**src/rtl/apse_pkg.sv**
```systemverilog
package apse_pkg;

	// Default width of the record byte counter
	localparam int OFFSET_BITS_DEF = 24;
	// Default depth of the queue between parser and expander
	localparam int QUEUE_DEPTH_DEF = 4;

	// Register map
	localparam int REG_W  = 24;
	localparam int ADDR_W = 3;
	localparam logic [0:0] REG_RECORD_LENGTH = 1'b0;

	// Result event codes
	localparam logic [1:0] EV_DATA    = 2'd0;
	localparam logic [1:0] EV_DONE    = 2'd1;
	localparam logic [1:0] EV_LENSIZE = 2'd2;
	localparam logic [1:0] EV_OVERRUN = 2'd3;

	// Unit kinds
	localparam logic KIND_SPS = 1'b0;
	localparam logic KIND_PPS = 1'b1;

	// One input item
	typedef struct packed {
		logic [7:0] data_byte;
		logic       record_start;
	} in_item_t;

	// One result item
	typedef struct packed {
		logic [7:0] out_byte;
		logic       unit_kind;
		logic       unit_last;
		logic [1:0] event_res;
		logic       run_last;
	} out_item_t;

	// Work for the expander, one per input byte that has results
	typedef struct packed {
		logic [7:0] data_byte;
		logic       kind;
		logic       start;      // start code goes in front
		logic       data;       // NAL byte is emitted
		logic       unit_last;
		logic [1:0] ev;         // event after the data, EV_DATA for none
	} cmd_t;

	// Queue status seen by both sides
	typedef struct packed {
		logic empty;
		logic full;
	} qstat_t;

endpackage

```
**src/rtl/avcc_parameter_set_extractor.sv**
```systemverilog
// Channel   Handshake          Payload                 Accepted when
// record    push / full        record_item (in_item_t) push && !full
// result    pop / empty        result_item (out_item_t) pop && !empty
// config    APB psel/penable   paddr, pwdata, prdata   psel && penable && pwrite
//
// A record byte is taken every cycle while the parser-to-expander queue has room.
// The expander gives one result per cycle from its output register while pop is
// high, so a byte opening a kept unit yields up to six results; the queue absorbs them.
// Reset (arst_n low) clears parser state, queue, expander and record_length.
// A stalled result side fills the queue, then full rises and holds input off.
module avcc_parameter_set_extractor #(
	parameter int OFFSET_BITS = apse_pkg::OFFSET_BITS_DEF,
	parameter int QUEUE_DEPTH = apse_pkg::QUEUE_DEPTH_DEF
) (
	input  logic                        clk,
	input  logic                        arst_n,
	input  logic                        push,
	output logic                        full,
	input  apse_pkg::in_item_t          record_item,
	output logic                        empty,
	input  logic                        pop,
	output apse_pkg::out_item_t         result_item,
	input  logic                        psel,
	input  logic                        penable,
	input  logic                        pwrite,
	input  logic [apse_pkg::ADDR_W-1:0] paddr,
	input  logic [31:0]                 pwdata,
	output logic [31:0]                 prdata,
	output logic                        pready
);

	logic [apse_pkg::REG_W-1:0] record_length_q;
	logic                       reg_hit;
	apse_pkg::qstat_t           qstat;
	logic                       cmd_push;
	apse_pkg::cmd_t             cmd_in;
	apse_pkg::cmd_t             cmd_out;
	logic                       q_pop;

	// Configuration register
	assign pready  = 1'b1;
	assign reg_hit = (paddr[apse_pkg::ADDR_W-1] == apse_pkg::REG_RECORD_LENGTH);

	always_ff @(posedge clk or negedge arst_n) begin
		if (!arst_n)
			record_length_q <= '0;
		else if (psel && penable && pwrite && reg_hit)
			record_length_q <= pwdata[apse_pkg::REG_W-1:0];
	end

	assign prdata = reg_hit ? {8'h00, record_length_q} : 32'h0;
	assign full   = qstat.full;

	apse_front #(
		.OFFSET_BITS(OFFSET_BITS)
	) u_front (
		.clk          (clk),
		.arst_n       (arst_n),
		.push         (push),
		.item         (record_item),
		.record_length(record_length_q),
		.qstat        (qstat),
		.cmd_push     (cmd_push),
		.cmd          (cmd_in)
	);

	apse_queue #(
		.DEPTH(QUEUE_DEPTH)
	) u_queue (
		.clk    (clk),
		.arst_n (arst_n),
		.wr_en  (cmd_push),
		.wr_data(cmd_in),
		.rd_en  (q_pop),
		.rd_data(cmd_out),
		.qstat  (qstat)
	);

	apse_back u_back (
		.clk        (clk),
		.arst_n     (arst_n),
		.q_data     (cmd_out),
		.qstat      (qstat),
		.q_pop      (q_pop),
		.pop        (pop),
		.empty      (empty),
		.result_item(result_item)
	);

endmodule

```
**src/rtl/apse_front.sv**
```systemverilog
module apse_front #(
	parameter int OFFSET_BITS = apse_pkg::OFFSET_BITS_DEF
) (
	input  logic                             clk,
	input  logic                             arst_n,
	input  logic                             push,
	input  apse_pkg::in_item_t               item,
	input  logic [apse_pkg::REG_W-1:0]       record_length,
	input  apse_pkg::qstat_t                 qstat,
	output logic                             cmd_push,
	output apse_pkg::cmd_t                   cmd
);

	// Parser phases
	localparam logic [3:0] PH_HEADER  = 4'd0;
	localparam logic [3:0] PH_LENSIZE = 4'd1;
	localparam logic [3:0] PH_SPSCNT  = 4'd2;
	localparam logic [3:0] PH_LENHI   = 4'd3;
	localparam logic [3:0] PH_LENLO   = 4'd4;
	localparam logic [3:0] PH_FIRST   = 4'd5;
	localparam logic [3:0] PH_BODY    = 4'd6;
	localparam logic [3:0] PH_PPSCNT  = 4'd7;
	localparam logic [3:0] PH_DONE    = 4'd8;
	localparam logic [3:0] PH_ERROR   = 4'd9;

	// Width of the bounds sum
	localparam int SW = ((OFFSET_BITS > apse_pkg::REG_W) ? OFFSET_BITS : apse_pkg::REG_W) + 2;

	logic [3:0]             phase_q, phase_d, phase_c;
	logic [OFFSET_BITS-1:0] offset_q, offset_d, offset_c;
	logic [7:0]             units_q, units_d, units_c;
	logic [15:0]            ubl_q, ubl_d, ubl_c;
	logic [7:0]             lenhi_q, lenhi_d, lenhi_c;
	logic                   in_pps_q, in_pps_d, in_pps_c;
	logic                   sps_cap_q, sps_cap_d, sps_cap_c;
	logic                   pps_cap_q, pps_cap_d, pps_cap_c;
	logic                   keep_q, keep_d, keep_c;
	logic                   kind_q, kind_d, kind_c;

	logic                   accept;
	logic [7:0]             b;
	logic [15:0]            unit_len;
	logic [SW-1:0]          bound_sum;
	logic [4:0]             nal_type;
	logic                   body;
	logic                   ended;
	logic [15:0]            ubl_dec;
	logic [7:0]             units_dec;
	apse_pkg::cmd_t         cmd_c;

	assign accept   = push && !qstat.full;
	assign b        = item.data_byte;
	assign unit_len = {lenhi_c, b};
	assign bound_sum = SW'(offset_c) + SW'(1) + SW'(unit_len);
	assign nal_type = b[4:0];
	assign ubl_dec  = ubl_c - 16'd1;
	assign units_dec = units_c - 8'd1;

	// State as seen by this byte: a record start restarts the parser
	always_comb begin
		if (item.record_start) begin
			phase_c   = PH_HEADER;
			offset_c  = '0;
			units_c   = '0;
			ubl_c     = '0;
			lenhi_c   = '0;
			in_pps_c  = 1'b0;
			sps_cap_c = 1'b0;
			pps_cap_c = 1'b0;
			keep_c    = 1'b0;
			kind_c    = apse_pkg::KIND_SPS;
		end else begin
			phase_c   = phase_q;
			offset_c  = offset_q;
			units_c   = units_q;
			ubl_c     = ubl_q;
			lenhi_c   = lenhi_q;
			in_pps_c  = in_pps_q;
			sps_cap_c = sps_cap_q;
			pps_cap_c = pps_cap_q;
			keep_c    = keep_q;
			kind_c    = kind_q;
		end
	end

	// Parser next state and command
	always_comb begin
		phase_d   = phase_c;
		offset_d  = (offset_c != '1) ? offset_c + OFFSET_BITS'(1) : offset_c;
		units_d   = units_c;
		ubl_d     = ubl_c;
		lenhi_d   = lenhi_c;
		in_pps_d  = in_pps_c;
		sps_cap_d = sps_cap_c;
		pps_cap_d = pps_cap_c;
		keep_d    = keep_c;
		kind_d    = kind_c;
		body      = 1'b0;
		ended     = 1'b0;
		cmd_c           = '0;
		cmd_c.data_byte = b;
		cmd_c.ev        = apse_pkg::EV_DATA;

		case (phase_c)
			PH_HEADER: begin
				if (offset_c >= OFFSET_BITS'(3))
					phase_d = PH_LENSIZE;
			end
			PH_LENSIZE: begin
				if (b[1:0] == 2'd2) begin
					phase_d  = PH_ERROR;
					cmd_c.ev = apse_pkg::EV_LENSIZE;
				end else begin
					phase_d = PH_SPSCNT;
				end
			end
			PH_SPSCNT: begin
				units_d = {3'b000, b[4:0]};
				if (b[4:0] == 5'd0) begin
					in_pps_d = 1'b1;
					phase_d  = PH_PPSCNT;
				end else begin
					phase_d = PH_LENHI;
				end
			end
			PH_PPSCNT: begin
				units_d = b;
				if (b == 8'd0) begin
					phase_d  = PH_DONE;
					cmd_c.ev = apse_pkg::EV_DONE;
				end else begin
					phase_d = PH_LENHI;
				end
			end
			PH_LENHI: begin
				lenhi_d = b;
				phase_d = PH_LENLO;
			end
			PH_LENLO: begin
				ubl_d = unit_len;
				if (bound_sum > SW'(record_length)) begin
					phase_d  = PH_ERROR;
					cmd_c.ev = apse_pkg::EV_OVERRUN;
				end else if (unit_len == 16'd0) begin
					ended = 1'b1;
				end else begin
					phase_d = PH_FIRST;
				end
			end
			PH_FIRST: begin
				keep_d = 1'b0;
				if (nal_type == 5'd7 && !sps_cap_c) begin
					sps_cap_d = 1'b1;
					keep_d    = 1'b1;
					kind_d    = apse_pkg::KIND_SPS;
				end else if (nal_type == 5'd8 && !pps_cap_c) begin
					pps_cap_d = 1'b1;
					keep_d    = 1'b1;
					kind_d    = apse_pkg::KIND_PPS;
				end
				cmd_c.start = keep_d;
				body        = 1'b1;
			end
			PH_BODY: begin
				body = 1'b1;
			end
			default: begin
			end
		endcase

		// NAL byte of a unit
		if (body) begin
			ubl_d           = ubl_dec;
			cmd_c.data      = keep_d;
			cmd_c.kind      = kind_d;
			cmd_c.unit_last = (ubl_dec == 16'd0);
			if (ubl_dec == 16'd0)
				ended = 1'b1;
			else
				phase_d = PH_BODY;
		end

		// End of a unit: next unit, next section or finish
		if (ended) begin
			units_d = units_dec;
			if (units_dec != 8'd0) begin
				phase_d = PH_LENHI;
			end else if (!in_pps_c) begin
				in_pps_d = 1'b1;
				phase_d  = PH_PPSCNT;
			end else begin
				phase_d  = PH_DONE;
				cmd_c.ev = apse_pkg::EV_DONE;
			end
		end
	end

	assign cmd      = cmd_c;
	assign cmd_push = accept && (cmd_c.start || cmd_c.data || cmd_c.ev != apse_pkg::EV_DATA);

	// Parser state registers
	always_ff @(posedge clk or negedge arst_n) begin
		if (!arst_n) begin
			phase_q   <= PH_HEADER;
			offset_q  <= '0;
			units_q   <= '0;
			ubl_q     <= '0;
			lenhi_q   <= '0;
			in_pps_q  <= 1'b0;
			sps_cap_q <= 1'b0;
			pps_cap_q <= 1'b0;
			keep_q    <= 1'b0;
			kind_q    <= apse_pkg::KIND_SPS;
		end else if (accept) begin
			phase_q   <= phase_d;
			offset_q  <= offset_d;
			units_q   <= units_d;
			ubl_q     <= ubl_d;
			lenhi_q   <= lenhi_d;
			in_pps_q  <= in_pps_d;
			sps_cap_q <= sps_cap_d;
			pps_cap_q <= pps_cap_d;
			keep_q    <= keep_d;
			kind_q    <= kind_d;
		end
	end

endmodule

```
**src/rtl/apse_queue.sv**
```systemverilog
module apse_queue #(
	parameter int DEPTH = apse_pkg::QUEUE_DEPTH_DEF
) (
	input  logic             clk,
	input  logic             arst_n,
	input  logic             wr_en,
	input  apse_pkg::cmd_t   wr_data,
	input  logic             rd_en,
	output apse_pkg::cmd_t   rd_data,
	output apse_pkg::qstat_t qstat
);

	localparam int PW = (DEPTH > 1) ? $clog2(DEPTH) : 1;
	localparam int CW = $clog2(DEPTH + 1);

	apse_pkg::cmd_t slot_q [DEPTH];
	logic [PW-1:0]  wr_ptr_q;
	logic [PW-1:0]  rd_ptr_q;
	logic [CW-1:0]  count_q;
	logic           do_wr;
	logic           do_rd;

	assign qstat.empty = (count_q == CW'(0));
	assign qstat.full  = (count_q == CW'(DEPTH));
	assign do_wr       = wr_en && !qstat.full;
	assign do_rd       = rd_en && !qstat.empty;
	assign rd_data     = slot_q[rd_ptr_q];

	// Storage
	always_ff @(posedge clk) begin
		if (do_wr)
			slot_q[wr_ptr_q] <= wr_data;
	end

	// Pointers and fill count
	always_ff @(posedge clk or negedge arst_n) begin
		if (!arst_n) begin
			wr_ptr_q <= '0;
			rd_ptr_q <= '0;
			count_q  <= '0;
		end else begin
			if (do_wr)
				wr_ptr_q <= (wr_ptr_q == PW'(DEPTH - 1)) ? '0 : wr_ptr_q + PW'(1);
			if (do_rd)
				rd_ptr_q <= (rd_ptr_q == PW'(DEPTH - 1)) ? '0 : rd_ptr_q + PW'(1);
			if (do_wr && !do_rd)
				count_q <= count_q + CW'(1);
			else if (do_rd && !do_wr)
				count_q <= count_q - CW'(1);
		end
	end

endmodule

```
**src/rtl/apse_back.sv**
```systemverilog
module apse_back (
	input  logic                clk,
	input  logic                arst_n,
	input  apse_pkg::cmd_t      q_data,
	input  apse_pkg::qstat_t    qstat,
	output logic                q_pop,
	input  logic                pop,
	output logic                empty,
	output apse_pkg::out_item_t result_item
);

	// Expansion steps
	localparam logic [2:0] ST_SC0  = 3'd0;
	localparam logic [2:0] ST_SC1  = 3'd1;
	localparam logic [2:0] ST_SC2  = 3'd2;
	localparam logic [2:0] ST_SC3  = 3'd3;
	localparam logic [2:0] ST_DATA = 3'd4;
	localparam logic [2:0] ST_EV   = 3'd5;

	apse_pkg::cmd_t      cmd_q;
	logic                cmd_valid_q;
	logic [2:0]          step_q;
	logic [2:0]          step_nx;
	logic                is_last;
	logic                adv;
	logic                finish;
	apse_pkg::out_item_t res_c;
	apse_pkg::out_item_t out_q;
	logic                out_valid_q;

	// First step of a command
	function automatic logic [2:0] first_step(input apse_pkg::cmd_t c);
		logic [2:0] s;
		if (c.start)
			s = ST_SC0;
		else if (c.data)
			s = ST_DATA;
		else
			s = ST_EV;
		return s;
	endfunction

	// Result for the current step
	always_comb begin
		res_c           = '0;
		res_c.unit_kind = cmd_q.kind;
		res_c.event_res = apse_pkg::EV_DATA;
		step_nx         = step_q;
		is_last         = 1'b0;
		case (step_q)
			ST_SC0, ST_SC1, ST_SC2: begin
				res_c.out_byte = 8'h00;
				step_nx        = step_q + 3'd1;
			end
			ST_SC3: begin
				res_c.out_byte = 8'h01;
				step_nx        = ST_DATA;
			end
			ST_DATA: begin
				res_c.out_byte  = cmd_q.data_byte;
				res_c.unit_last = cmd_q.unit_last;
				step_nx         = ST_EV;
				is_last         = (cmd_q.ev == apse_pkg::EV_DATA);
			end
			default: begin
				res_c.unit_kind = apse_pkg::KIND_SPS;
				res_c.event_res = cmd_q.ev;
				is_last         = 1'b1;
			end
		endcase
		res_c.run_last = is_last;
	end

	assign adv    = !out_valid_q || pop;
	assign finish = cmd_valid_q && adv && is_last;
	assign q_pop  = (!cmd_valid_q || finish) && !qstat.empty;

	// Command register and step counter
	always_ff @(posedge clk or negedge arst_n) begin
		if (!arst_n) begin
			cmd_valid_q <= 1'b0;
			step_q      <= ST_SC0;
		end else if (q_pop) begin
			cmd_valid_q <= 1'b1;
			step_q      <= first_step(q_data);
		end else if (finish) begin
			cmd_valid_q <= 1'b0;
		end else if (cmd_valid_q && adv) begin
			step_q <= step_nx;
		end
	end

	always_ff @(posedge clk) begin
		if (q_pop)
			cmd_q <= q_data;
	end

	// Output register
	always_ff @(posedge clk or negedge arst_n) begin
		if (!arst_n)
			out_valid_q <= 1'b0;
		else if (adv)
			out_valid_q <= cmd_valid_q;
	end

	always_ff @(posedge clk) begin
		if (adv && cmd_valid_q)
			out_q <= res_c;
	end

	assign empty       = !out_valid_q;
	assign result_item = out_q;

endmodule
```
**config.mk**
```make
export PLATFORM = sky130hd
export DESIGN_NAME = avcc_parameter_set_extractor
export DESIGN_NICKNAME = d
export VERILOG_FILES = /design/src/rtl/apse_pkg.sv /design/src/rtl/avcc_parameter_set_extractor.sv /design/src/rtl/apse_front.sv /design/src/rtl/apse_queue.sv /design/src/rtl/apse_back.sv
export SDC_FILE = /design/constraint.sdc
export NUM_CORES = 1
export LEC_CHECK = 0
export BUFFER_PORTS_ARGS = -buffer_cell sky130_fd_sc_hd__clkbuf_2
export CORE_MARGIN = 2
export CORE_UTILIZATION = 50
export DETAILED_ROUTE_END_ITERATION = 6
export PLACE_DENSITY = 0.71
export REMOVE_ABC_BUFFERS = 1
export SLEW_MARGIN = 40
export SYNTH_ARGS = -nofsm -noshare
export SYNTH_HDL_FRONTEND = slang
export SYNTH_SLANG_ARGS = --single-unit
export TNS_END_PERCENT = 30
```
**constraint.sdc**
```tcl
create_clock -name clk -period 8.42 [get_ports clk]
set_input_delay 2.105 -clock clk [delete_from_list [all_inputs] [get_ports clk]]
set_output_delay 2.105 -clock clk [all_outputs]
set_load 0.005 [all_outputs]
```
==> summary.txt <==
GRT
  • Largest net degree at the start of global routing: 77
  • Gr usage total: 23.11%
  • Vias in the first global route: 8520
  • Overflow after GRT: 0
  • Global-route wire length before repair: 43350 um
  • Antenna violations before repair: 1

Timing
  • RSZ-0062 raised after global routing: no
  • Worst slew pin tran: 795.6 ps
  • Max-slew headroom: 46.55%
  • Final Hold Viols: 0
  • Tcrit/Tclk final: 94.46%
  • Final TNS setup: 0 ps
  • Post-route setup slack: 466.3 ps
  • WHS: 483.6 ps
  • Min cycle time layout: 7954 ps
  • Slew Viols, Final: 0
  • Upper clock frequency limit: 125.7 MHz
  • Final setup fails: 0
  • Final clock skew: 15.59 ps

CTS
  • CTS Hold Buffers Added: 0
  • Clock buffer depth: 2
  • Clock Pin Slew Worst Setup and Hold Paths: 80 ps
  • Worst skew pair latency: 450 ps
  • CTS root buffer: clkbuf_16
  • CTS tree: yes
  • H-tree levels: 4
  • CTS sink count: 182
  • CTS Buf Count: 17

Worst hold path
  • Worst hold path stage count: 1
  • Critical hold path startpoint: u_queue.count_q[2]
  • Hold Path Class: flip-flop to flip-flop

Synthesis
  • Share of the synthesized area in the top cell type: 22.70%
  • Asr flop ratio synth: 55.49%
  • Distinct cells, synth: 83
  • Synthesized flop and latch total: 182
  • Area leader, netlist: dfrtp_1
  • Number of synthesized flops with an enable pin: 81
  • Yosys synthesis warning count: 0
  • Ys flop type: dfrtp_1
  • Most frequent cell after synthesis: nor2_1
  • Post-synthesis sequential area ratio: 44.55%
  • Commonest cells post-synth: nor2_1 (117), dfrtp_1 (101), nand2_1 (97), edfxtp_1 (81), a21oi_1 (63)
  • Top cells by area, synth: dfrtp_1 (23%), edfxtp_1 (22%), ha_1 (6.5%), nor2_1 (3.9%), nand2_1 (3.3%)
  • Syn Inst Count: 1124
  • Synthesized area: 0.01113 mm^2
  • Synthesized area per cell: 9.905 um^2

Pwr
  • Max VDD drop: 138.5 uV
  • Total power: 3.331 mW
  • Pwr/cell area: 265.2 mW/mm^2
  • Leakage power: 5.385 nW

Detailed routing
  • Drt wl/cell: 18.04 um
  • Vias per std cell: 5.950
  • # DRC: 0
  • Final ANT Viol Nets: 0
  • Vias post-DR: 8871
  • WL final: 26900 um
  • Drt pass-1 iters: 5
  • Starting DRT DRC Count: 649

Placement
  • Dpl ws: -28.35 ps
  • Detailed placement HPWL: 18780 um
  • Gpl congestion: 0.9091
  • Placed Cells: 1459
  • Port Buffers: 79

Die
  • Starting density of the core: 51.01%
  • IO Count: 99
  • Core area: 0.02182 mm^2
  • Die height: 153.2 um
  • # rows: 54
  • Total die area: 0.02348 mm^2
  • Chip Width: 153.2 um

Setup path
  • Slowest cell on the critical path: or4_1
  • Setup crit start kind: input pin
  • Critical Path Start: record_item[0]
  • Crit path DAT: 8320 ps
  • CP endpoint kind: flip-flop
  • Startpoint of the worst register-to-register path: u_front.offset_q[2]
  • Critical setup path kind: input pin to flip-flop
  • Worst R2R Setup Slack: 1890 ps
  • R2R depth: 30
  • Max FO, Critical Path: 5
  • Slowest stage delay, CP: 520 ps
  • Critical Path RT: 8790 ps

Finish
  • Area growth syn-to-layout: 12.81%
  • Final #Nets: 1309
  • Filler instances: 1869
  • Ant. Diodes: 0
  • Ratio of cells with drive above 1 in the final layout: 18.17%
  • Post-Layout Cell Count: 1491

Outcome
  • Status: complete, no violations

Flow run
  • Max-cap violations: 0
[cells by family after synthesis]
family | count (synthesis) | synth area share [%]
xor+xnor | 50 | 3.933
simple gates | 396 | 17.61
compound gates | 254 | 15.45
buf+inv | 126 | 4.642
flops | 182 | 44.55
other cells | 2 | 0.06746
fa+ha+maj | 60 | 6.878
mux | 54 | 6.867
[layer usage]
metal / global-route usage [%] / vias up / wire, um
met3: 4.225 / 55 / 1491
met4: 8.333 / 2 / 756
li1: - / 4220 / -
met5: 0 / - / 11
met1: 28.95 / 4288 / 11270
met2: 40.07 / 306 / 13370
[through the flow]
stage	area (um^2)	utilization (%)
2_1_floorplan	10860	-
3_3_place_gp	11900	54.51
3_5_place_dp	11900	54.54
4_1_cts	12550	57.49
5_1_grt	12560	57.55
6_report	12560	57.55
[registers in the layout (all words and copies together), names as in the netlist, 3 cells and up]
signal / count
u_back.result_item: 13
u_front.offset_q: 24
record_length_q: 24
u_back.step_q: 3
u_back.cmd_q: 12
u_queue.slot_q: 56
u_front.phase_q: 4
u_front.units_q: 8
u_queue.count_q: 3
u_front.ubl_q: 16
u_front.lenhi_q: 8
[placed cells by master, fill, tap and decap left out, types with 15 or more instances in the layout]
cell / netlist / layout
o22a_1: 15 / 15
nor4_1: 15 / 15
o21ai_0: 57 / 57
xor2_1: 21 / 21
and3_1: 20 / 19
clkbuf_2: 0 / 78
edfxtp_1: 81 / 81
nor3_1: 32 / 32
buf_4: 9 / 37
dfrtp_1: 101 / 100
clkbuf_16: 0 / 17
inv_1: 58 / 58
nand3_1: 26 / 26
nand2_1: 97 / 97
ha_1: 58 / 58
xnor2_1: 29 / 29
mux2_2: 31 / 31
nor2_1: 117 / 117
a21oi_1: 63 / 63
nor2b_1: 26 / 25
[worst paths after layout]
path / end
max in group asynchronous: u_front.offset_q[22]
setup reg to reg: u_queue.count_q[2]
hold reg to reg: u_queue.count_q[2]
min in group asynchronous: u_back.out_valid_q
setup / recovery: u_queue.count_q[2]
hold / removal: u_queue.count_q[2]
[area by class of cell]
class	instances	area, um^2	share of cell area [%]
Clock buffer	17	425.4	3.387
Clock inverter	15	219.0	1.743
Inverter	58	217.7	1.733
Multi-Input combinational cell	823	5704	45.42
Sequential cell	182	4961	39.50
Tap cell	280	350.3	2.789
Timing Repair Buffer	116	681.9	5.429
[power by group]
group	switching [mW]	internal, mW
Sequential	0.231	1.14
Combinational	0.602	0.508
Clock	0.414	0.437
Total	1.25	2.08
[repair_timing]
item / 4_1_cts / 5_1_grt
endpoints found under the setup margin: 0 / 2
gates resized for setup: 0 / 2
setup buffers: 0 / 0
[critical path, delay by kind of cell]
family	cells	cell delay, ps
AO/OA/AOI/OAI	8	1460
AND/OR/NAND/NOR	12	2370
XOR/XNOR	4	630
adder cells (fa/ha/maj)	5	1360
buffers and inverters	3	390
Power figures use the tool's default switching activity.
